===== src/rtl/saht_pkg.sv =====
// ----------------------------------------------------------------------------
// saht_pkg: shared types for the set-associative hash table unit
// Entry and bucket row layout, controller states and the command/status
// bundles between controller and datapath.
// ----------------------------------------------------------------------------
package saht_pkg;

   // ways per bucket
   localparam int unsigned WAYS      = 3;
   localparam int unsigned WAY_BITS  = 2;
   localparam int unsigned TAG_BITS  = 16;
   localparam int unsigned GEN_BITS  = 6;
   // tag is taken from key bits 63..48
   localparam int unsigned TAG_LSB   = 48;

   // one stored entry (tag/move word plus data word)
   typedef struct packed {
      logic        [TAG_BITS-1:0] tag;
      logic        [15:0]         move;
      logic signed [7:0]          depth;
      logic        [GEN_BITS-1:0] age;
      logic        [1:0]          bound;
      logic signed [15:0]         static_val;
      logic signed [15:0]         value;
   } entry_type;

   // one bucket: all ways side by side
   typedef entry_type [WAYS-1:0] row_type;

   typedef enum logic [1:0] {
      ST_CLEAR,
      ST_IDLE,
      ST_EXEC
   } state_type;

   // controller -> datapath
   typedef struct packed {
      logic clear_wr;
      logic accept;
      logic write_back;
      logic load_rsp;
   } cmd_type;

   // datapath -> controller
   typedef struct packed {
      logic clear_last;
      logic is_store;
   } status_type;

endpackage


===== src/rtl/saht_ctrl.sv =====
// ----------------------------------------------------------------------------
// saht_ctrl: sequencing controller
// Runs the clearing pass after reset, then one read / evaluate-or-write
// sequence per word, and owns the response valid flag.
// ----------------------------------------------------------------------------
module saht_ctrl
   import saht_pkg::*;
(
   input  logic       clock,
   input  logic       reset,
   input  logic       req_valid,
   output logic       req_ready,
   output logic       rsp_valid,
   input  logic       rsp_ready,
   input  status_type status,
   output cmd_type    cmd
);

   state_type state_ff, state_in;
   logic      rsp_valid_ff, rsp_valid_in;

   // state and response flag registers
   always_ff @(posedge clock) begin
      if (reset) begin
         state_ff     <= ST_CLEAR;
         rsp_valid_ff <= 1'b0;
      end else begin
         state_ff     <= state_in;
         rsp_valid_ff <= rsp_valid_in;
      end
   end

   // next state and commands
   always_comb begin
      state_in     = state_ff;
      cmd          = '0;
      req_ready    = 1'b0;
      rsp_valid_in = rsp_valid_ff & ~rsp_ready;
      unique case (state_ff)
         ST_CLEAR: begin
            cmd.clear_wr = 1'b1;
            if (status.clear_last) begin
               state_in = ST_IDLE;
            end
         end
         ST_IDLE: begin
            req_ready  = 1'b1;
            cmd.accept = req_valid;
            if (req_valid) begin
               state_in = ST_EXEC;
            end
         end
         ST_EXEC: begin
            if (status.is_store) begin
               cmd.write_back = 1'b1;
               state_in       = ST_IDLE;
            end else if (!rsp_valid_ff || rsp_ready) begin
               // output register free or draining this cycle
               cmd.load_rsp = 1'b1;
               rsp_valid_in = 1'b1;
               state_in     = ST_IDLE;
            end
         end
         default: begin
            state_in = ST_CLEAR;
         end
      endcase
   end

   assign rsp_valid = rsp_valid_ff;

endmodule


===== config.mk =====
export PLATFORM = sky130hd
export DESIGN_NAME = saht_ctrl
export DESIGN_NICKNAME = d
export VERILOG_FILES = /design/src/rtl/saht_pkg.sv /design/src/rtl/saht_ctrl.sv
export SDC_FILE = /design/constraint.sdc
export NUM_CORES = 1
export LEC_CHECK = 0
export BUFFER_PORTS_ARGS = -buffer_cell sky130_fd_sc_hd__buf_2
export CAP_MARGIN = 10
export CORE_AREA = 5 5 42 44
export DETAILED_ROUTE_END_ITERATION = 7
export DIE_AREA = 0 0 47 49
export SYNTH_ARGS = -nofsm -noshare
export SYNTH_HDL_FRONTEND = slang
export SYNTH_SLANG_ARGS = --single-unit

===== constraint.sdc =====
create_clock -name clock -period 1.4 [get_ports clock]
set_clock_uncertainty 0.2 [all_clocks]
set_input_delay 0.14 -clock clock [delete_from_list [all_inputs] [get_ports clock]]
set_output_delay 0.14 -clock clock [all_outputs]
set_load 0.03 [all_outputs]

==> flow_summary.yaml, run 1 <==
logic_synthesis:
  synth_area_per_cell_sq_um: 10.5
  syn_area_sq_um: 179
  synth_top_area_frac: 0.336
  ys_warn_count: 0
  synth-seq-cells: 3
  synthCells: 17
  ys_types: 13
  synth_top_area_cell: "dfxtp_1"
  ys_top_cells_by_area: "dfxtp_1 (34%), o31ai_4 (12%), nor2b_1 (7.0%)"
  synth_nets: 23
  yosysSeqAreaShare: 0.336
finish:
  stdcell_area_sq_um: 370
  antennaDiodeCount: 0
  mostFrequentLayoutCells: "buf_2 (7), buf_4 (4), clkbuf_4 (3), buf_6 (3)"
  drive_above_1_share: 0.649
  final_common_cell: "buf_2"
  layout-area-overhead-vs-synth_pct: 107
  layout.nets: 44
  layout.cells.non_filler: 53
global_route:
  grt_pass1_wl_um: 903
  overflow: 0
  antenna_found_initial: 0
  grt_use_total: 0.0591
  grt_pass1_vias: 214
  grt_max_degree: 8
setup_path:
  worst-setup-path-type: "flop to output pin"
  cp-start-kind: "flop"
  required_ns: 1.06
  arrival_ns: 1.18
  rr_startpoint: "state_ff[1]"
  worstPathMaxFanout: 2
  worst_r2r_endpoint: "state_ff[1]"
  cp-end-kind: "output pin"
  r2r_slack_ns: 0.04
  r2r_cells: 3
timing:
  slew_violations: 0
  final-setup-viol-count: 2
  hold_viol: 0
  holdWs_ns: 0.0145
  rsz0062_at_grt: "true"
  relSlewSlack: 0.774
  period_share: 1.09
  fmax_ghz: 0.656
  period_minus_slack_ns: 1.52
  worst_slew_pin_slew_ns: 0.334
  layout_setup_ws_ns: -0.124
clocking:
  ctsRootBufferMaster: "clkbuf_4"
  clk_pin_slew_worst_paths_ns: 0.04
  cts_tree: "built"
  ctsLongestPathBuffers: 2
  cts.sinks: 3
  numCtsBuffers: 3
  htreeDepth: 1
  insertion_delay_ns: 0.23
detailed_routing:
  initialDrtViolationCount: 2
  wl_um: 546
  drtPass1Iterations: 2
  wl_per_cell_um: 10.3
  drcViolationCount: 0
  num_vias: 212
  via_per_inst: 4.00
  ant_nets: 0
place:
  dp.cells: 46
  finalWeightedCongestion: 0.669
  io_buffers: 11
  place_area_sq_um: 279
  place_hpwl_um: 384
  pre_cts_slack_ns: 0.0363
pwr:
  power_uw: 330
  power.density_nw_per_um2: 891
  ir_worst_vdd_uv: 241
  leakage_uw: 0.000171
die:
  core-area_sq_um: 1400
  die_y_um: 49
  dieArea_sq_um: 2300
  die_x_um: 47
  floorplan.initialDensity: 0.128
  top_level_ports: 12
  rows: 14
run_status:
  status: "finished with violations"
  violations: "setup timing"
run:
  maxCapViolCount: 0
hold_path:
  holdPathStages: 3
  hold-path-endpoint: "state_ff[0]"
  hold_path.class: "input port to flop"
  hp-start: "req_valid"
[worst max-delay path, cell delays in order, from the launching register on]
cell and delay [ns]:
dfxtp_2 0.31, or3b_4 0.39, nor2b_4 0.12, buf_6 0.13
[layout make-up]
type                            count  area (sq um)
Clock buffer                        4          26.3
Fill cell                         161          1030
Multi-Input combinational cell     14           144
Sequential cell                     3          61.3
Tap cell                           16          20.0
Timing Repair Buffer               16           119
[worst max path at each step]
stage	to	slack, ns	startpoint
2_1_floorplan	cmd[2]	-0.02	state_ff[0]
3_3_place_gp	cmd[0]	0.04	state_ff[0]
3_5_place_dp	cmd[0]	0.04	state_ff[0]
4_1_cts	cmd[0]	-0.13	state_ff[1]
5_1_grt	cmd[0]	-0.16	state_ff[1]
6_report	cmd[0]	-0.12	state_ff[1]
[power breakdown]
part	switching [uW]	internal (uW)	leakage [uW]
Clock	45.0	107	0.0000150
Sequential	2.04	90.6	0.0000250
Combinational	43.6	42.1	0.000131
Total	90.7	239	0.000171
[metrics by stage]
stage	utilization	TNS [ns]
6_report	0.264	-0.155
3_5_place_dp	0.199	0
4_1_cts	0.256	-0.201
5_1_grt	0.264	-0.268
2_1_floorplan	-	-0.0216
3_3_place_gp	0.199	0
[state kept, by name, summed over array words and instances, names as in the netlist]
signal and count:
rsp_valid 1, state_ff 2
[synth_stat cells (all sizes together)]
library cell  number
nor4bb             1
o41ai              1
nor2               2
nor2b              2
nand2b             1
o31ai              1
and3b              1
and2               1
a21oi              1
or4bb              1
or4b               1
or3b               1
dfxtp              3
[routing by layer]
metal  global-route usage  up-vias  part of all wire
met5                    0        -                 0
met4               0.0691        0             0.040
met3               0.0369        2              0.18
met2               0.0633       14              0.38
met1               0.0680       91              0.40
li1                     -      105                 -
[kinds of logic (layout without fill, tap and decap cells)]
kind of cell           count (synthesis)  in the layout  synth area share
AND/OR/NAND/NOR                       11             11             0.469
flip-flops                             3              3             0.336
buffers and inverters                  0             20                 0
AO/OA/AOI/OAI                          3              3             0.196
[timing repair]
item,CTS,global route
pin swaps,1,1
endpoints found under the setup margin,3,5
endpoints found under the hold margin,3,0
hold buffers,3,0
gates resized for setup,6,6
buffers inserted,1,0
No activity file was read; power rests on OpenSTA's default activity.
==> run 2, diff against run 1 <==
--- a/config.mk
+++ b/config.mk
@@ -5,6 +5,7 @@
 export SDC_FILE = /design/constraint.sdc
 export NUM_CORES = 1
 export LEC_CHECK = 0
+export ABC_AREA = 1
 export BUFFER_PORTS_ARGS = -buffer_cell sky130_fd_sc_hd__buf_2
 export CAP_MARGIN = 10
 export CORE_AREA = 5 5 42 44
==> run 2 against run 1 <==
Effect of this change: the flow finishes with violations (hold timing); register-to-register slack gained 0.29 ns; worst setup slack better by 0.19 ns; synthesized area increased by 7.0%; critical endpoint is now cmd[2]; fmax rose by 14%; highest routed layer is now met3; combinational power is 7.2% lower; critical path depth is 2 higher; core utilization down 0.71 points; global-route usage fell by 1.3 points; synthesized cell count up 82%; worst hold slack lost 0.033 ns.
==> flow_summary.yaml, run 2 <==
setup_path:
  r2r_cells: 5
  path_depth: 5
  worstPathCellList: "inv_4 -> nor2_4 -> nand2_2 -> inv_1 -> buf_6"
  r2r_slack_ns: 0.33
  cp_top_family: "flip-flops"
  cp-start-kind: "flop"
  cp-end-kind: "output pin"
  crit_buf_inv: 3
  cpMaxStageDelayCell: "dfxtp_4"
  worstPathMaxFanout: 6
  worst-setup-path-type: "flop to output pin"
  arrival_ns: 0.99
  required_ns: 1.06
  critPathMaxStageDelay_ns: 0.38
detailed_routing:
  drtPass1Iterations: 2
  wl_per_cell_um: 7.11
  wl_um: 448
  num_vias: 217
  ant_nets: 0
  via_per_inst: 3.44
  drcViolationCount: 0
  initialDrtViolationCount: 4
timing:
  relSlewSlack: 0.881
  rsz0062_at_grt: "false"
  final-setup-viol-count: 0
  period_minus_slack_ns: 1.33
  worst_slew_pin_slew_ns: 0.178
  slew_violations: 0
  holdWs_ns: -0.0184
  fmax_ghz: 0.750
  period_share: 0.952
  hold_viol: 1
global_route:
  grt_use_total: 0.0458
  grt_pass1_wl_um: 717
  antenna_found_initial: 0
  grt_max_degree: 7
  grt_pass1_vias: 195
  overflow: 0
finish:
  antennaDiodeCount: 0
  layout-area-overhead-vs-synth_pct: 88.2
  mostFrequentLayoutCells: "buf_2 (8), inv_1 (7), nand2_1 (3), nor2_1 (3), clkbuf_4 (3)"
  regMostFlops: "state_ff"
  drive_above_1_share: 0.574
  largest_reg_flops: 2
  final_common_cell: "buf_2"
  fillCellCount: 167
  layout.cells.non_filler: 63
  regArea_sq_um: 67.6
  layout.nets: 54
  multiInputGateArea_sq_um: 130
  stdcell_area_sq_um: 360
hold_path:
  holdPathStages: 3
  hold_path.class: "input port to flop"
run_status:
  violations: "hold timing"
  status: "finished with violations"
place:
  dp.cells: 58
  place_area_sq_um: 277
  finalWeightedCongestion: 0.680
  io_buffers: 11
  place_hpwl_um: 400
clocking:
  numCtsBuffers: 3
  cts_tree: "built"
  ctsRootBufferMaster: "clkbuf_4"
  cts.sinks: 3
  clk_pin_slew_worst_paths_ns: 0.03
  htreeDepth: 1
  insertion_delay_ns: 0.23
  ctsLongestPathBuffers: 2
  holdBufCountCts: 1
pwr:
  power.density_nw_per_um2: 908
  ir_worst_vdd_uv: 290
  power_switching_uw: 100
  clock_power_share: 0.454
  leakage_uw: 0.000172
  intPower_uw: 227
  pwr-share-comb: 0.243
  switching_share: 0.306
  p_seq_frac: 0.304
die:
  dieArea_sq_um: 2300
  top_level_ports: 12
  floorplan.initialDensity: 0.137
  die_y_um: 49
  core-area_sq_um: 1400
  die_x_um: 47
  rows: 14
logic_synthesis:
  synth_nets: 37
  syn_area_sq_um: 191
  synthArstFlopShare: 0
  synth_commonest_cells: "inv_1 (8), nor2_1 (5), dfxtp_1 (3), nand2_1 (3), nand3_1 (3)"
  synth_top_area_frac: 0.314
  ys.flop_type: "dfxtp_1"
  synth_most_common_cell: "inv_1"
  ys_top_cells_by_area: "dfxtp_1 (31%), inv_1 (16%), nor2_1 (9.8%)"
  ys_types: 12
  synth_top_area_cell: "dfxtp_1"
  synth_area_per_cell_sq_um: 6.18
  synth_edf_count: 0
  synth-seq-cells: 3
  ys_warn_count: 0
  synthCells: 31
  yosysSeqAreaShare: 0.314
run:
  maxCapViolCount: 0
run 2: layout make-up:
| type | count | area share |
|---|---|---|
| tap | 16 | 0.0556 |
| multi-input combinational | 19 | 0.361 |
| inverter | 9 | 0.101 |
| sequential | 3 | 0.187 |
| timing repair buffer | 12 | 0.222 |
| clock buffer | 4 | 0.0729 |
run 2: logic make-up (layout without fill, tap and decap cells):
group / count (synthesis) / in the layout / share of synthesized area
AOI/OAI and AO/OA: 3 / 3 / 0.0980
buffers and inverters: 9 / 25 / 0.176
DFF: 3 / 3 / 0.314
and+or+nand+nor: 16 / 16 / 0.412
run 2: worst paths after layout:
path / from / endpoint
hold / removal: req_valid / state_ff[1]
hold reg to reg: state_ff[0] / state_ff[0]
setup / recovery: state_ff[0] / cmd[2]
setup reg to reg: rsp_valid / state_ff[0]
run 2: routing by layer:
metal,vias to the layer above,share of wire,track usage
li1,124,-,-
met1,86,0.41,0.0484
met2,7,0.47,0.0633
met3,0,0.12,0.0221
met4,0,0,0.0415
met5,-,0,0
run 2: worst reg2reg max path: cells and delay by family, from the launching register on:
kind | cells | cell delay [ns]
buffers and inverters | 1 | 0.05
flip-flops | 1 | 0.33
AO/OA/AOI/OAI | 1 | 0.04
AND/OR/NAND/NOR | 3 | 0.35
run 2: power groups by stage:
stage / registers [uW] / logic [uW] / clock network (uW)
2_1_floorplan: 99.4 / 47.6 / 0
3_3_place_gp: 99.2 / 69.4 / 0
3_5_place_dp: 99.5 / 69.7 / 0
4_1_cts: 99.2 / 73.6 / 158
5_1_grt: 101 / 88.1 / 159
6_report: 99.4 / 79.5 / 148
run 2: what timing repair did:
| action | 4_1_cts | 5_1_grt |
|---|---|---|
| endpoints found under the hold margin | 2 | 1 |
| buffers inserted | 0 | 0 |
| endpoints found under the setup margin | 3 | 3 |
| pin swaps | 0 | 1 |
| gates resized for setup | 4 | 13 |
run 2: per-stage QoR:
stage                      util  setup TNS, ns  total power (uW)  worst slack, ns
after floorplan               -              0               147           0.0788
after global placement    0.197              0               169            0.164
after detailed placement  0.197              0               169            0.156
after CTS                 0.229        -0.0271               331          -0.0271
after global routing      0.257              0               348           0.0173
final                     0.257              0               327           0.0672
==> run 3, diff against run 2 <==
==> constraint.sdc (replaced) <==
create_clock -name clock -period 1.15 [get_ports clock]
set_clock_uncertainty 0.2 [all_clocks]
set_input_delay 0.115 -clock clock [delete_from_list [all_inputs] [get_ports clock]]
set_output_delay 0.115 -clock clock [all_outputs]
set_load 0.03 [all_outputs]
==> run 3 against run 2 <==
Effect of this change: the run ends with hold timing, setup timing left; combinational power grew 110%; core utilization rose by 8.9 points; worst hold slack better by 0.0010 ns; global-route usage rose by 1.9 points; critical path depth unchanged; register-to-register slack got worse by 0.40 ns.
==> flow_summary.yaml, run 3 (synthesis results as in run 2) <==
timing:
  worst_slew_pin_slew_ns: 0.146
  period_share: 1.14
  hold_viol: 2
  final-setup-viol-count: 7
  rsz0062_at_grt: "true"
  layout_setup_ws_ns: -0.162
  period_minus_slack_ns: 1.31
  relSlewSlack: 0.903
  setup_tns_ns: -0.858
  slew_violations: 0
  fmax_ghz: 0.762
  holdWs_ns: -0.0173
clocking:
  ctsRootBufferMaster: "clkbuf_4"
  cts_tree: "built"
  cts.sinks: 3
  insertion_delay_ns: 0.23
  ctsLongestPathBuffers: 2
  numCtsBuffers: 3
  htreeDepth: 1
  clk_pin_slew_worst_paths_ns: 0.04
  holdBufCountCts: 1
detailed_routing:
  drcViolationCount: 0
  ant_nets: 0
  wl_um: 634
  wl_per_cell_um: 8.68
  drtPass1Iterations: 4
  num_vias: 277
  initialDrtViolationCount: 3
  via_per_inst: 3.79
place:
  place_hpwl_um: 453
  place_area_sq_um: 339
  io_buffers: 11
  dp.cells: 63
  finalWeightedCongestion: 0.644
  pre_cts_slack_ns: -0.0124
finish:
  layout-area-overhead-vs-synth_pct: 154
  layout.cells.non_filler: 73
  stdcell_area_sq_um: 485
  drive_above_1_share: 0.754
  regMostFlops: "state_ff"
  largest_reg_flops: 2
  layout.nets: 64
  antennaDiodeCount: 0
  mostFrequentLayoutCells: "buf_2 (7), buf_4 (7), inv_1 (6), buf_6 (6), nor2_2 (4)"
setup_path:
  worstPathMaxFanout: 4
  required_ns: 0.83
  worst-setup-path-type: "flop to output pin"
  cp-end-kind: "output pin"
  cp-start-kind: "flop"
  arrival_ns: 1.00
die:
  dieArea_sq_um: 2300
  core-area_sq_um: 1400
  top_level_ports: 12
  die_y_um: 49
  floorplan.initialDensity: 0.137
  rows: 14
  die_x_um: 47
global_route:
  grt_max_degree: 5
  grt_pass1_vias: 237
  grt_pass1_wl_um: 1000
  antenna_found_initial: 0
  grt_use_total: 0.0647
  overflow: 0
pwr:
  p_seq_frac: 0.254
  intPower_uw: 327
  pwr-share-comb: 0.356
  power.density_nw_per_um2: 979
  switching_share: 0.313
  clock_power_share: 0.389
  power_switching_uw: 149
  ir_worst_vdd_uv: 502
  leakage_uw: 0.000237
run_status:
  status: "finished with violations"
  violations: "hold timing, setup timing"
hold_path:
  hold_path.class: "input port to flop"
run:
  maxCapViolCount: 0
[run 3: changes by cell type in the layout (fill, tap and decap cells not counted), moves of 2 or more]
| cell | delta |
|---|---|
| buf_4 | +6 |
| buf_6 | +4 |
| inv_4 | +2 |
| nand2_1 | -2 |
| nor2_1 | -2 |
| nor2_2 | +2 |
[run 3: worst max-delay path, stage by stage (launching register included)]
cell	delay, ns
dfxtp_4	0.38
inv_4	0.05
nor2_4	0.09
nand2_2	0.08
inv_4	0.05
buf_6	0.11
[run 3: metrics by stage]
| stage | utilization | power, uW |
|---|---|---|
| 6_report | 0.346 | 475 |
| 4_1_cts | 0.329 | 475 |
| 2_1_floorplan | - | 191 |
| 3_5_place_dp | 0.242 | 234 |
| 5_1_grt | 0.346 | 523 |
| 3_3_place_gp | 0.242 | 233 |
[run 3: timing repair]
action	in CTS	in global routing
gates resized for setup	15	5
endpoints found under the setup margin	7	7
hold endpoints to repair	3	2
cloned	0	0
pin swaps	5	4
setup buffers	4	1
[run 3: layout make-up]
cell class | instances | area [sq um]
Fill cell | 147 | 916
Sequential cell | 3 | 68.8
Tap cell | 16 | 20.0
Inverter | 9 | 41.3
Timing Repair Buffer | 22 | 185
Clock buffer | 4 | 26.3
Multi-Input combinational cell | 19 | 144
[run 3: power by group through the flow]
stage	Clock (uW)	Sequential, uW	Combinational (uW)
final	185	121	169
after global routing	220	121	181
after CTS	200	120	155
after detailed placement	0	125	109
after global placement	0	124	109
after floorplan	0	126	65.0
[run 3: worst paths after layout]
| check | startpoint | endpoint | slack [ns] | cells after the start |
|---|---|---|---|---|
| hold / removal | rsp_ready | rsp_valid | -0.02 | 4 |
| setup / recovery | state_ff[0] | cmd[2] | -0.16 | 5 |
| setup reg to reg | state_ff[0] | state_ff[1] | -0.07 | 6 |
| hold reg to reg | rsp_valid | rsp_valid | 0.29 | 2 |
[run 3: layer usage]
| metal | global-route usage | up-vias | wire (um) |
|---|---|---|---|
| met1 | 0.0702 | 119 | 266 |
| met4 | 0.0138 | 0 | 0 |
| met2 | 0.0882 | 12 | 315 |
| met5 | 0 | - | 0 |
| li1 | - | 146 | - |
| met3 | 0.0664 | 0 | 51 |
